[src/itdt_pkg.sv]
// Shared constants, codes and helpers for the interval timer.
// No dependencies; compiled first.
package itdt_pkg;

  localparam int unsigned DIV_PERIOD = 64;   // ticks per divider step, 1..128

  localparam int unsigned DIV_PS_W = 7;      // divider prescaler width
  localparam int unsigned CNT_PS_W = 9;      // counter prescaler width
  localparam int unsigned BYTE_W   = 8;

  typedef logic [1:0]          opcode_t;
  typedef logic [1:0]          reg_sel_t;
  typedef logic [BYTE_W-1:0]   byte_t;
  typedef logic [DIV_PS_W-1:0] div_ps_t;
  typedef logic [CNT_PS_W-1:0] cnt_ps_t;

  // request opcodes
  localparam opcode_t OP_TICK  = 2'd0;
  localparam opcode_t OP_READ  = 2'd1;
  localparam opcode_t OP_WRITE = 2'd2;

  // register map
  localparam reg_sel_t REG_DIV  = 2'd0;
  localparam reg_sel_t REG_CNT  = 2'd1;
  localparam reg_sel_t REG_MOD  = 2'd2;
  localparam reg_sel_t REG_CTRL = 2'd3;

  localparam int unsigned CTRL_EN_BIT = 2;
  localparam byte_t       CNT_MAX     = 8'hFF;

  localparam logic [DIV_PS_W:0] DIV_PERIOD_C = (DIV_PS_W+1)'(DIV_PERIOD);

  // counter prescaler period for each period select code
  function automatic logic [CNT_PS_W:0] period_ticks(input logic [1:0] sel);
    logic [CNT_PS_W:0] ticks;
    unique case (sel)
      2'd0: ticks = (CNT_PS_W+1)'(256);
      2'd1: ticks = (CNT_PS_W+1)'(4);
      2'd2: ticks = (CNT_PS_W+1)'(16);
      2'd3: ticks = (CNT_PS_W+1)'(64);
      default: ticks = (CNT_PS_W+1)'(256);
    endcase
    return ticks;
  endfunction

endpackage

[src/itdt_in_if.sv]
// Request channel of the interval timer: valid/ready plus request payload.
// Depends on itdt_pkg.
interface itdt_in_if;
  logic               valid;
  logic               ready;
  itdt_pkg::opcode_t  opcode;
  itdt_pkg::reg_sel_t reg_select;
  itdt_pkg::byte_t    write_data;

  modport source (output valid, output opcode, output reg_select, output write_data,
                  input ready);
  modport sink   (input valid, input opcode, input reg_select, input write_data,
                  output ready);
endinterface

[src/itdt_out_if.sv]
// Result channel of the interval timer: valid/ready plus result payload.
// Depends on itdt_pkg.
interface itdt_out_if;
  logic            valid;
  logic            ready;
  itdt_pkg::byte_t read_data;
  logic            overflow_irq;

  modport source (output valid, output read_data, output overflow_irq, input ready);
  modport sink   (input valid, input read_data, input overflow_irq, output ready);
endinterface

[src/interval_timer_div_tima.sv]
// Interval timer top level: divider, prescaled 8-bit counter with reload.
// Depends on itdt_pkg, itdt_in_if, itdt_out_if.
//
// Usage:
//   in_ch carries one request per handshake: a tick, a register read or a
//   register write (reg_select 0 divider, 1 counter, 2 modulo, 3 control).
//   out_ch returns exactly one result per request, in order: read_data
//   holds the register on a read (zero otherwise), overflow_irq pulses on
//   the tick that wrapped the counter from 0xFF and reloaded it.
//   Latency: the result is valid the cycle after the request is accepted.
//   Throughput: one request per clock barring back-pressure. The timer
//   state updates in the accept cycle, so a read right after a tick or
//   write sees its effect. The single result register is the only buffer:
//   in_ch.ready is high when that register is empty or being drained this
//   cycle, so a stalled receiver holds the pending result and
//   back-pressures requests; no request is lost or repeated.
//   Reset (rst_n low, synchronous) clears all timer registers and the
//   result valid flag.
module interval_timer_div_tima (
  input  logic clk,
  input  logic rst_n,
  itdt_in_if.sink    in_ch,
  itdt_out_if.source out_ch
);
  import itdt_pkg::*;

  // timer state
  div_ps_t    div_prescale_r, div_prescale_nxt;
  byte_t      div_value_r, div_value_nxt;
  cnt_ps_t    count_prescale_r, count_prescale_nxt;
  byte_t      count_value_r, count_value_nxt;
  byte_t      reload_value_r, reload_value_nxt;
  byte_t      control_value_r, control_value_nxt;
  logic [1:0] period_select_r, period_select_nxt;

  // result register
  logic  out_valid_r;
  byte_t read_data_r, read_data_nxt;
  logic  irq_r, irq_nxt;

  logic in_fire;
  logic [DIV_PS_W:0] div_ps_inc;
  logic [CNT_PS_W:0] cnt_ps_inc;

  // result slot frees up when empty or drained this cycle
  assign in_ch.ready = !out_valid_r || out_ch.ready;
  assign in_fire     = in_ch.valid && in_ch.ready;

  assign div_ps_inc = {1'b0, div_prescale_r} + 1'b1;
  assign cnt_ps_inc = {1'b0, count_prescale_r} + 1'b1;

  always_comb begin
    div_prescale_nxt   = div_prescale_r;
    div_value_nxt      = div_value_r;
    count_prescale_nxt = count_prescale_r;
    count_value_nxt    = count_value_r;
    reload_value_nxt   = reload_value_r;
    control_value_nxt  = control_value_r;
    period_select_nxt  = period_select_r;
    read_data_nxt      = '0;
    irq_nxt            = 1'b0;

    unique case (in_ch.opcode)
      OP_TICK: begin
        // divider advances every DIV_PERIOD ticks
        if (div_ps_inc >= DIV_PERIOD_C) begin
          div_prescale_nxt = '0;
          div_value_nxt    = div_value_r + 1'b1;
        end else begin
          div_prescale_nxt = div_ps_inc[DIV_PS_W-1:0];
        end
        // counter runs only while enabled; prescaler holds otherwise
        if (control_value_r[CTRL_EN_BIT]) begin
          if (cnt_ps_inc >= period_ticks(period_select_r)) begin
            count_prescale_nxt = '0;
            if (count_value_r == CNT_MAX) begin
              count_value_nxt = reload_value_r;
              irq_nxt         = 1'b1;
            end else begin
              count_value_nxt = count_value_r + 1'b1;
            end
          end else begin
            count_prescale_nxt = cnt_ps_inc[CNT_PS_W-1:0];
          end
        end
      end
      OP_READ: begin
        unique case (in_ch.reg_select)
          REG_DIV:  read_data_nxt = div_value_r;
          REG_CNT:  read_data_nxt = count_value_r;
          REG_MOD:  read_data_nxt = reload_value_r;
          REG_CTRL: read_data_nxt = control_value_r;
          default:  read_data_nxt = control_value_r;
        endcase
      end
      OP_WRITE: begin
        unique case (in_ch.reg_select)
          REG_DIV: begin
            // any divider write clears it and its prescaler
            div_value_nxt    = '0;
            div_prescale_nxt = '0;
          end
          REG_CNT: count_value_nxt  = in_ch.write_data;
          REG_MOD: reload_value_nxt = in_ch.write_data;
          REG_CTRL: begin
            control_value_nxt = in_ch.write_data;
            // new period latched only by a write that also enables
            if (in_ch.write_data[CTRL_EN_BIT]) begin
              period_select_nxt = in_ch.write_data[1:0];
            end
          end
          default: ;
        endcase
      end
      default: ;  // unused opcode: no effect, zero result
    endcase
  end

  always_ff @(posedge clk) begin
    if (!rst_n) begin
      div_prescale_r   <= '0;
      div_value_r      <= '0;
      count_prescale_r <= '0;
      count_value_r    <= '0;
      reload_value_r   <= '0;
      control_value_r  <= '0;
      period_select_r  <= '0;
      out_valid_r      <= 1'b0;
    end else begin
      if (in_fire) begin
        div_prescale_r   <= div_prescale_nxt;
        div_value_r      <= div_value_nxt;
        count_prescale_r <= count_prescale_nxt;
        count_value_r    <= count_value_nxt;
        reload_value_r   <= reload_value_nxt;
        control_value_r  <= control_value_nxt;
        period_select_r  <= period_select_nxt;
        out_valid_r      <= 1'b1;
      end else if (out_ch.ready) begin
        out_valid_r <= 1'b0;
      end
    end
  end

  // result payload, no reset needed
  always_ff @(posedge clk) begin
    if (in_fire) begin
      read_data_r <= read_data_nxt;
      irq_r       <= irq_nxt;
    end
  end

  assign out_ch.valid        = out_valid_r;
  assign out_ch.read_data    = read_data_r;
  assign out_ch.overflow_irq = irq_r;

  // checks
  a_irq_tick_only: assert property (@(posedge clk) disable iff (!rst_n)
    in_fire && (in_ch.opcode != OP_TICK) |=> !irq_r)
    else $error("interrupt raised by a non-tick request");

  a_rd_zero: assert property (@(posedge clk) disable iff (!rst_n)
    in_fire && (in_ch.opcode != OP_READ) |=> (read_data_r == '0))
    else $error("read data nonzero on a non-read request");

  a_div_clear: assert property (@(posedge clk) disable iff (!rst_n)
    in_fire && (in_ch.opcode == OP_WRITE) && (in_ch.reg_select == REG_DIV)
    |=> (div_value_r == '0) && (div_prescale_r == '0))
    else $error("divider write did not clear divider");

  a_div_ps_range: assert property (@(posedge clk) disable iff (!rst_n)
    {1'b0, div_prescale_r} < DIV_PERIOD_C)
    else $error("divider prescaler out of range");

  a_irq_reload: assert property (@(posedge clk) disable iff (!rst_n)
    in_fire && irq_nxt |=> irq_r && (count_value_r == reload_value_r))
    else $error("overflow did not reload the counter");

endmodule
[src/flat_wrapper.sv]
// flat-port wrapper written by rule: the top's interface ports become plain ports
module interval_timer_div_tima_flat import itdt_pkg::*;
  (clk, rst_n, in_ch_valid, in_ch_opcode, in_ch_reg_select, in_ch_write_data, in_ch_ready, out_ch_valid, out_ch_read_data, out_ch_overflow_irq, out_ch_ready);
  itdt_in_if in_ch_i ();
  itdt_out_if out_ch_i ();
  input  logic clk;
  input  logic rst_n;
  input wire logic [$bits(in_ch_i.valid)-1:0] in_ch_valid;
  input wire logic [$bits(in_ch_i.opcode)-1:0] in_ch_opcode;
  input wire logic [$bits(in_ch_i.reg_select)-1:0] in_ch_reg_select;
  input wire logic [$bits(in_ch_i.write_data)-1:0] in_ch_write_data;
  output wire logic [$bits(in_ch_i.ready)-1:0] in_ch_ready;
  output wire logic [$bits(out_ch_i.valid)-1:0] out_ch_valid;
  output wire logic [$bits(out_ch_i.read_data)-1:0] out_ch_read_data;
  output wire logic [$bits(out_ch_i.overflow_irq)-1:0] out_ch_overflow_irq;
  input wire logic [$bits(out_ch_i.ready)-1:0] out_ch_ready;
  assign in_ch_i.valid = in_ch_valid;
  assign in_ch_i.opcode = in_ch_opcode;
  assign in_ch_i.reg_select = in_ch_reg_select;
  assign in_ch_i.write_data = in_ch_write_data;
  assign in_ch_ready = in_ch_i.ready;
  assign out_ch_valid = out_ch_i.valid;
  assign out_ch_read_data = out_ch_i.read_data;
  assign out_ch_overflow_irq = out_ch_i.overflow_irq;
  assign out_ch_i.ready = out_ch_ready;
  interval_timer_div_tima u_core (.clk(clk), .rst_n(rst_n), .in_ch(in_ch_i), .out_ch(out_ch_i));
endmodule
[config.mk]
export PLATFORM = sky130hd
export DESIGN_NAME = interval_timer_div_tima_flat
export DESIGN_NICKNAME = d
export VERILOG_FILES = /design/src/itdt_pkg.sv /design/src/itdt_in_if.sv /design/src/itdt_out_if.sv /design/src/interval_timer_div_tima.sv /design/src/flat_wrapper.sv
export SDC_FILE = /design/constraint.sdc
export NUM_CORES = 1
export LEC_CHECK = 0
export BUFFER_PORTS_ARGS = -buffer_cell sky130_fd_sc_hd__buf_2
export CAP_MARGIN = 20
export CORE_UTILIZATION = 64
export CTS_BUF_LIST = sky130_fd_sc_hd__clkbuf_16
export CTS_CLUSTER_SIZE = 28
export DETAILED_ROUTE_END_ITERATION = 12
export GPL_TIMING_DRIVEN = 0
export MAX_ROUTING_LAYER = met4
export PLACE_DENSITY = 0.89
export SYNTH_ARGS = -nofsm -noshare
export SYNTH_HDL_FRONTEND = slang
export SYNTH_SLANG_ARGS = --single-unit
[constraint.sdc]
create_clock -name clk -period 6.21 [get_ports clk]
set_input_delay 0.621 -clock clk [delete_from_list [all_inputs] [get_ports clk]]
set_output_delay 0.621 -clock clk [all_outputs]
set_load 0.02 [all_outputs]
Word level (Yosys, flattened, before mapping)
Index checks and enable logic that the tools add are counted.
- add/sub/neg operators: 4
- magnitude comparators: 2
- eq/ne operators: 14
- muxes and demuxes: 19
- reduce and logical (&&, ||, !) cells: 16
- operator list (kind ; count):
    8-bit 2-to-1 mux ; 6
    10-bit one-hot mux with 4 select lines ; 1
    8-bit one-hot mux with 2 select lines ; 2
    8-bit one-hot mux with 4 select lines ; 1
    10-bit 2-to-1 mux ; 2
    8-bit by 1-bit adder with 8-bit output, second input constant ; 2
    3-bit AND reduction ; 5
    7-bit 2-to-1 mux ; 2
    7-bit one-hot mux with 2 select lines ; 1
    9-bit by 1-bit adder with 10-bit output, second input constant ; 1
    2-bit == test, second input constant ; 5
    10-bit greater-or-equal comparator ; 1
    9-bit 2-to-1 mux ; 1
    7-bit by 1-bit adder with 8-bit output, second input constant ; 1
    8-bit == test, second input constant ; 1
    8-bit by 7-bit greater-or-equal comparator with 1-bit output, second input constant ; 1
    4-bit AND reduction ; 2
    2-bit by 1-bit == test with 1-bit output, second input constant ; 3
    2-bit logical NOT ; 3
    2-bit by 1-bit != test with 1-bit output, second input constant ; 3
    5-bit AND reduction ; 1
    2-bit != test, second input constant ; 2
    2-bit nonzero test ; 2
    1-bit 2-to-1 mux ; 3
    other kinds (3) ; 3
- register bits after elaboration: 60
- input port bits: 16
- output and inout port bits: 11
- word-level logic and storage cells: 65

Longest topological paths before layout
- word-level depth: 8
- gate-level depth with buffers: 11
- gate-level depth less buffers: 10

Least setup slack after synthesis
Ideal clock, no wire load.
- kind: reg-to-reg
- start: register u_core.count_prescale_r[4]
- end: register u_core.count_value_r[3]
- setup time: 0.088 ns
- data arrival time: 2.546 ns
- required time: 6.122 ns
- setup slack: 3.576 ns
- stages on the path, launching flop included: 12
- path buffers: 2
- period minus slack after synthesis: 2.634 ns
- cell sequence: dfxtp_1 > buf_2 > and4_1 > nand4_1 > xnor2_1 > ha_1 > a21o_1 > a31o_2 > o21a_1 > or3_1 > buf_6 > a311oi_2
- word-level cells in the longest chain between the ends: 4
- RTL lines (what ; RTL line ; RTL):
    start, declared ; interval_timer_div_tima.sv:30 ; cnt_ps_t count_prescale_r, count_prescale_nxt;
    start signal, assigned ; interval_timer_div_tima.sv:133 ; count_prescale_r <= count_prescale_nxt;
    9-bit by 1-bit adder with 10-bit output ; interval_timer_div_tima.sv:50 ; assign cnt_ps_inc = {1'b0, count_prescale_r} + 1'b1;
    10-bit greater-or-equal comparator ; interval_timer_div_tima.sv:74 ; if (cnt_ps_inc >= period_ticks(period_select_r)) begin
    2-bit by 1-bit != test with 1-bit output (no source line) ; n/a ;
    5-bit AND reduction (no source line) ; n/a ;
    end signal, assigned ; interval_timer_div_tima.sv:134 ; count_value_r <= count_value_nxt;
    end, declared ; interval_timer_div_tima.sv:31 ; byte_t count_value_r, count_value_nxt;
No other way between the ends.
A chain may end at the register's enable or synchronous reset.

Worst setup path after layout
- start: register u_core.count_prescale_r[0]
- end: register u_core.count_prescale_r[5]
- word-level cells in the longest chain between the ends: 3
- RTL lines (what ; RTL line):
    9-bit by 1-bit adder with 10-bit output (*) ; interval_timer_div_tima.sv:50
    10-bit greater-or-equal comparator ; interval_timer_div_tima.sv:74
    9-bit 2-to-1 mux (*) ; interval_timer_div_tima.sv:74
Mark *: on every way between the ends. The rest lies on a longest branch, timed or not.

==> key figures <==
Outcome
  • Status: finished clean

Clocking
  • Post-CTS Resized: 0
  • TritonCTS clock tree: done
  • Worst-Skew Late Latency: 0.33 ns
  • Total CTS buffers: 9
  • Longest Clk Path Bufs: 2
  • # hold bufs at CTS: 0
  • Setup bufs post-CTS: 0
  • Root buffer cell: clkbuf_16
  • CTS H-tree lvls: 3
  • Worst-path clk slew: around 0.050 ns
  • Clock sink count: 60

STA
  • Worst-Margin Slew: 0.977 ns
  • Min Hold Slack: 0.493 ns
  • Setup ws final: between 3 and 4 ns
  • RSZ-0062 raised after global routing: no
  • Final setup fails: 0
  • Slew headroom: 0.340
  • Skew final: 0.00769 ns
  • Final Hold Viols: 0
  • Slew Limit Fails: 0
  • Final period util: 0.498
  • Tmin final: 3.09 ns
  • Fmax: 0.323 GHz
  • Sum Neg Setup Slack: 0 ns

Synth
  • Syn nets: 388
  • Top cell type's share of synthesized area: 0.308
  • Cell variety after synth: between 50 and 60
  • Syn Std Cell Area: 3310 sq um
  • Synthesized flop and latch total: 60
  • Area leader, netlist: dfxtp_1
  • Register area share after synthesis: 0.390
  • Async SR Flop Fraction: 0
  • Cell count after synthesis: 363
  • Post-synth EDFFs: 9
  • Synth Flop Type: dfxtp_1
  • Mean post-synth cell area: 9.12 sq um
  • Synth warn: 0
  • Synth top area cells: dfxtp_1 (31%), edfxtp_1 (8.2%), mux2i_1 (7.3%)

Setup path
  • Startpoint Class: flip-flop
  • WP data required: 6.44 ns
  • Maximum fanout along the worst path: 10
  • Crit-path slowest cell: nor2_1
  • Worst Reg-to-Reg Cells: 9
  • Max incr delay on CP: 0.59 ns
  • Crit path kind: flip-flop to flip-flop
  • CP dominant cell by count: ha_1
  • Crit end category: flip-flop
  • Cell Chain, Critical Path: ha_1 > nand4_1 > xnor2_1 > ha_1 > a21o_1 > a31o_2 > nor2_1 > nand3_1 > o32ai_1
  • CP Data Arrival Time: between 3 and 4 ns

Die
  • Die H: 73.9 microns
  • Rows: 25
  • Die area: 5470 sq um
  • Ports: 27
  • Starting density of the core: 0.683
  • Core area: 4850 sq um
  • Floorplan die width: approximately 74 microns

Detailed routing
  • Initial drt markers: 461
  • DR pass1 iterations: 5
  • Vias per cell: 6.61
  • Routed wire length: 8.68 mm
  • DR WL/cell: 18.5 microns
  • DR vias: 3,107
  • Post-DRT Antenna Nets: 0
  • DRC viols: 0

Flow run
  • # Max-Cap Violations: 0

Pwr
  • Switching share of power: 0.235
  • Clock power frac: 0.480
  • Sw Pwr: between 200 and 250 uW
  • Sequential power share: 0.456
  • Internal power: 678 uW
  • Pwr/cell area: roughly 240 nW/um^2
  • Comb power frac: 0.065
  • Worst IR Drop VDD: 0.000196 V
  • Leakage: 1.48 nW

Hold path
  • Hold path cells: 2
  • HP Class: flip-flop to flip-flop

GRT
  • First-pass GRT wire length: 13.7 mm
  • Largest net degree at the start of global routing: 16
  • All-Layer GR Usage: 0.351
  • Initial antenna violation count: 0
  • Number of global-route vias before repair: between 2,000 and 3,000
  • Congestion Overflow GR: 0

Placement
  • Count of input and output buffers: 25
  • GPL Wtd Cong: ~0.97
  • Placed Cells: ~460
  • Post-DP HPWL: 5.80 mm
  • Placement Setup Slack: 3.27 ns

Finish
  • Final cell count without fillers: 470
  • Area grow syn2layout: 13.9%
  • Antenna diode count: 0
  • Share of cells above drive strength 1: 0.151
  • Fillcell total: ~320
  • Nets@finish: about 420
per-layer routing:
layer	routed length (microns)	global-route usage
met2	4010	0.543
met5	0	-
met1	3470	0.439
met3	922	0.0583
met4	268	0.190
layout by cell type, fill, tap and decap left out, types with 4 or more instances in the layout:
| master | synthesis | routed |
|---|---|---|
| nand3_1 | 16 | 16 |
| nor2_1 | 40 | 40 |
| clkbuf_1 | 12 | 12 |
| nor2b_1 | 11 | 11 |
| or3_1 | 6 | 6 |
| inv_1 | 7 | 9 |
| nand2_1 | 39 | 39 |
| ha_1 | 9 | 9 |
| nand4_1 | 8 | 8 |
| xnor2_1 | 5 | 5 |
| a21oi_1 | 15 | 15 |
| buf_2 | 2 | 27 |
| dfxtp_1 | 51 | 51 |
| clkbuf_16 | 0 | 9 |
| nor4_1 | 4 | 4 |
| nor3_1 | 6 | 6 |
| xor2_1 | 11 | 11 |
| o21ai_0 | 10 | 10 |
| and4_1 | 5 | 5 |
| nand2b_1 | 4 | 4 |
| a31oi_1 | 6 | 6 |
| o211ai_1 | 7 | 7 |
| mux2i_1 | 24 | 24 |
| mux4_2 | 8 | 8 |
| edfxtp_1 | 9 | 9 |
| and3_1 | 5 | 5 |
Yosys cell counts, types with 2 or more instances:
master,instances
buf_6,3
nand2_1,39
or3_1,6
nand4b_1,3
inv_1,7
a21o_1,2
clkbuf_1,12
nor3_1,6
o22ai_1,3
a31oi_1,6
xor2_1,11
and4_1,5
a21oi_1,15
buf_2,2
and3_1,5
o211ai_1,7
buf_1,3
xnor2_1,5
mux2i_1,24
a311oi_2,2
nand4_1,8
nor4_1,4
a211oi_1,2
nand3_1,16
o21ai_0,10
nand2b_1,4
o311ai_0,2
or2_2,3
edfxtp_1,9
nor2_1,40
ha_1,9
dfxtp_1,51
mux4_2,8
nor2b_1,11
o2111ai_1,2
a22oi_1,2
kinds of logic after synthesis:
logic type	count (synthesis)	share of synthesized area
XOR/XNOR	16	0.0423
multiplexers	33	0.130
buffers and inverters	28	0.0393
AND/OR/NAND/NOR	154	0.233
AO/OA/AOI/OAI	63	0.131
flip-flops	60	0.390
adder cells (fa/ha/maj)	9	0.0340
flip-flops by register name, summed over array words and instances, names as in the netlist:
name and cells:
u_core.control_value_r 8, u_core.count_prescale_r 9, u_core.count_value_r 8, u_core.div_prescale_r 7
u_core.div_value_r 8, u_core.out_ch.overflow_irq 1, u_core.out_ch.read_data 8, u_core.out_ch.valid 1
u_core.period_select_r 2, u_core.reload_value_r 8
final timing paths:
| kind | to | from | slack, ns |
|---|---|---|---|
| min | u_core.count_prescale_r[6]$_SDFFE_PN0P_ | u_core.count_prescale_r[6]$_SDFFE_PN0P_ | 0.49 |
| max | u_core.count_prescale_r[5]$_SDFFE_PN0P_ | u_core.count_prescale_r[0]$_SDFFE_PN0P_ | 3.12 |
| min reg2reg | u_core.count_prescale_r[6]$_SDFFE_PN0P_ | u_core.count_prescale_r[6]$_SDFFE_PN0P_ | 0.49 |
| max reg2reg | u_core.count_prescale_r[5]$_SDFFE_PN0P_ | u_core.count_prescale_r[0]$_SDFFE_PN0P_ | 3.12 |
power groups by stage:
stage	Combinational (mW)	Clock, mW	Sequential, mW
5_1_grt	0.0615	0.441	0.404
4_1_cts	0.0560	0.424	0.404
3_3_place_gp	0.0540	0	0.411
2_1_floorplan	0.0306	0	0.415
6_report	0.0572	0.425	0.404
3_5_place_dp	0.0555	0	0.412
critical path: cells and delay by family, from the launching register on:
kind / cells / cell delay, ns
AOI/OAI and AO/OA: 3 / 0.62
xor gates and xnor gates: 1 / 0.28
adders and majority gates: 2 / 0.62
DFF: 1 / 0.45
and+or+nand+nor: 3 / 1.03
stage by stage:
stage	util	instance area, sq um	power (mW)
after floorplan	-	3310	0.446
after global placement	0.726	3520	0.465
after detailed placement	0.726	3520	0.467
after CTS	0.778	3770	0.884
after global routing	0.778	3770	0.907
final	0.778	3770	0.886
final cells by class:
type | count | area [sq um] | area share
inverter | 8 | 30.0 | 0.00796
sequential | 60 | 1290 | 0.342
tap | 67 | 83.8 | 0.0222
buffer | 20 | 100 | 0.0265
multi-input combinational | 275 | 1890 | 0.501
clock inverter | 6 | 25.0 | 0.00664
timing repair buffer | 25 | 125 | 0.0332
clock buffer | 9 | 225 | 0.0597
(Power assumes the default switching activity.)
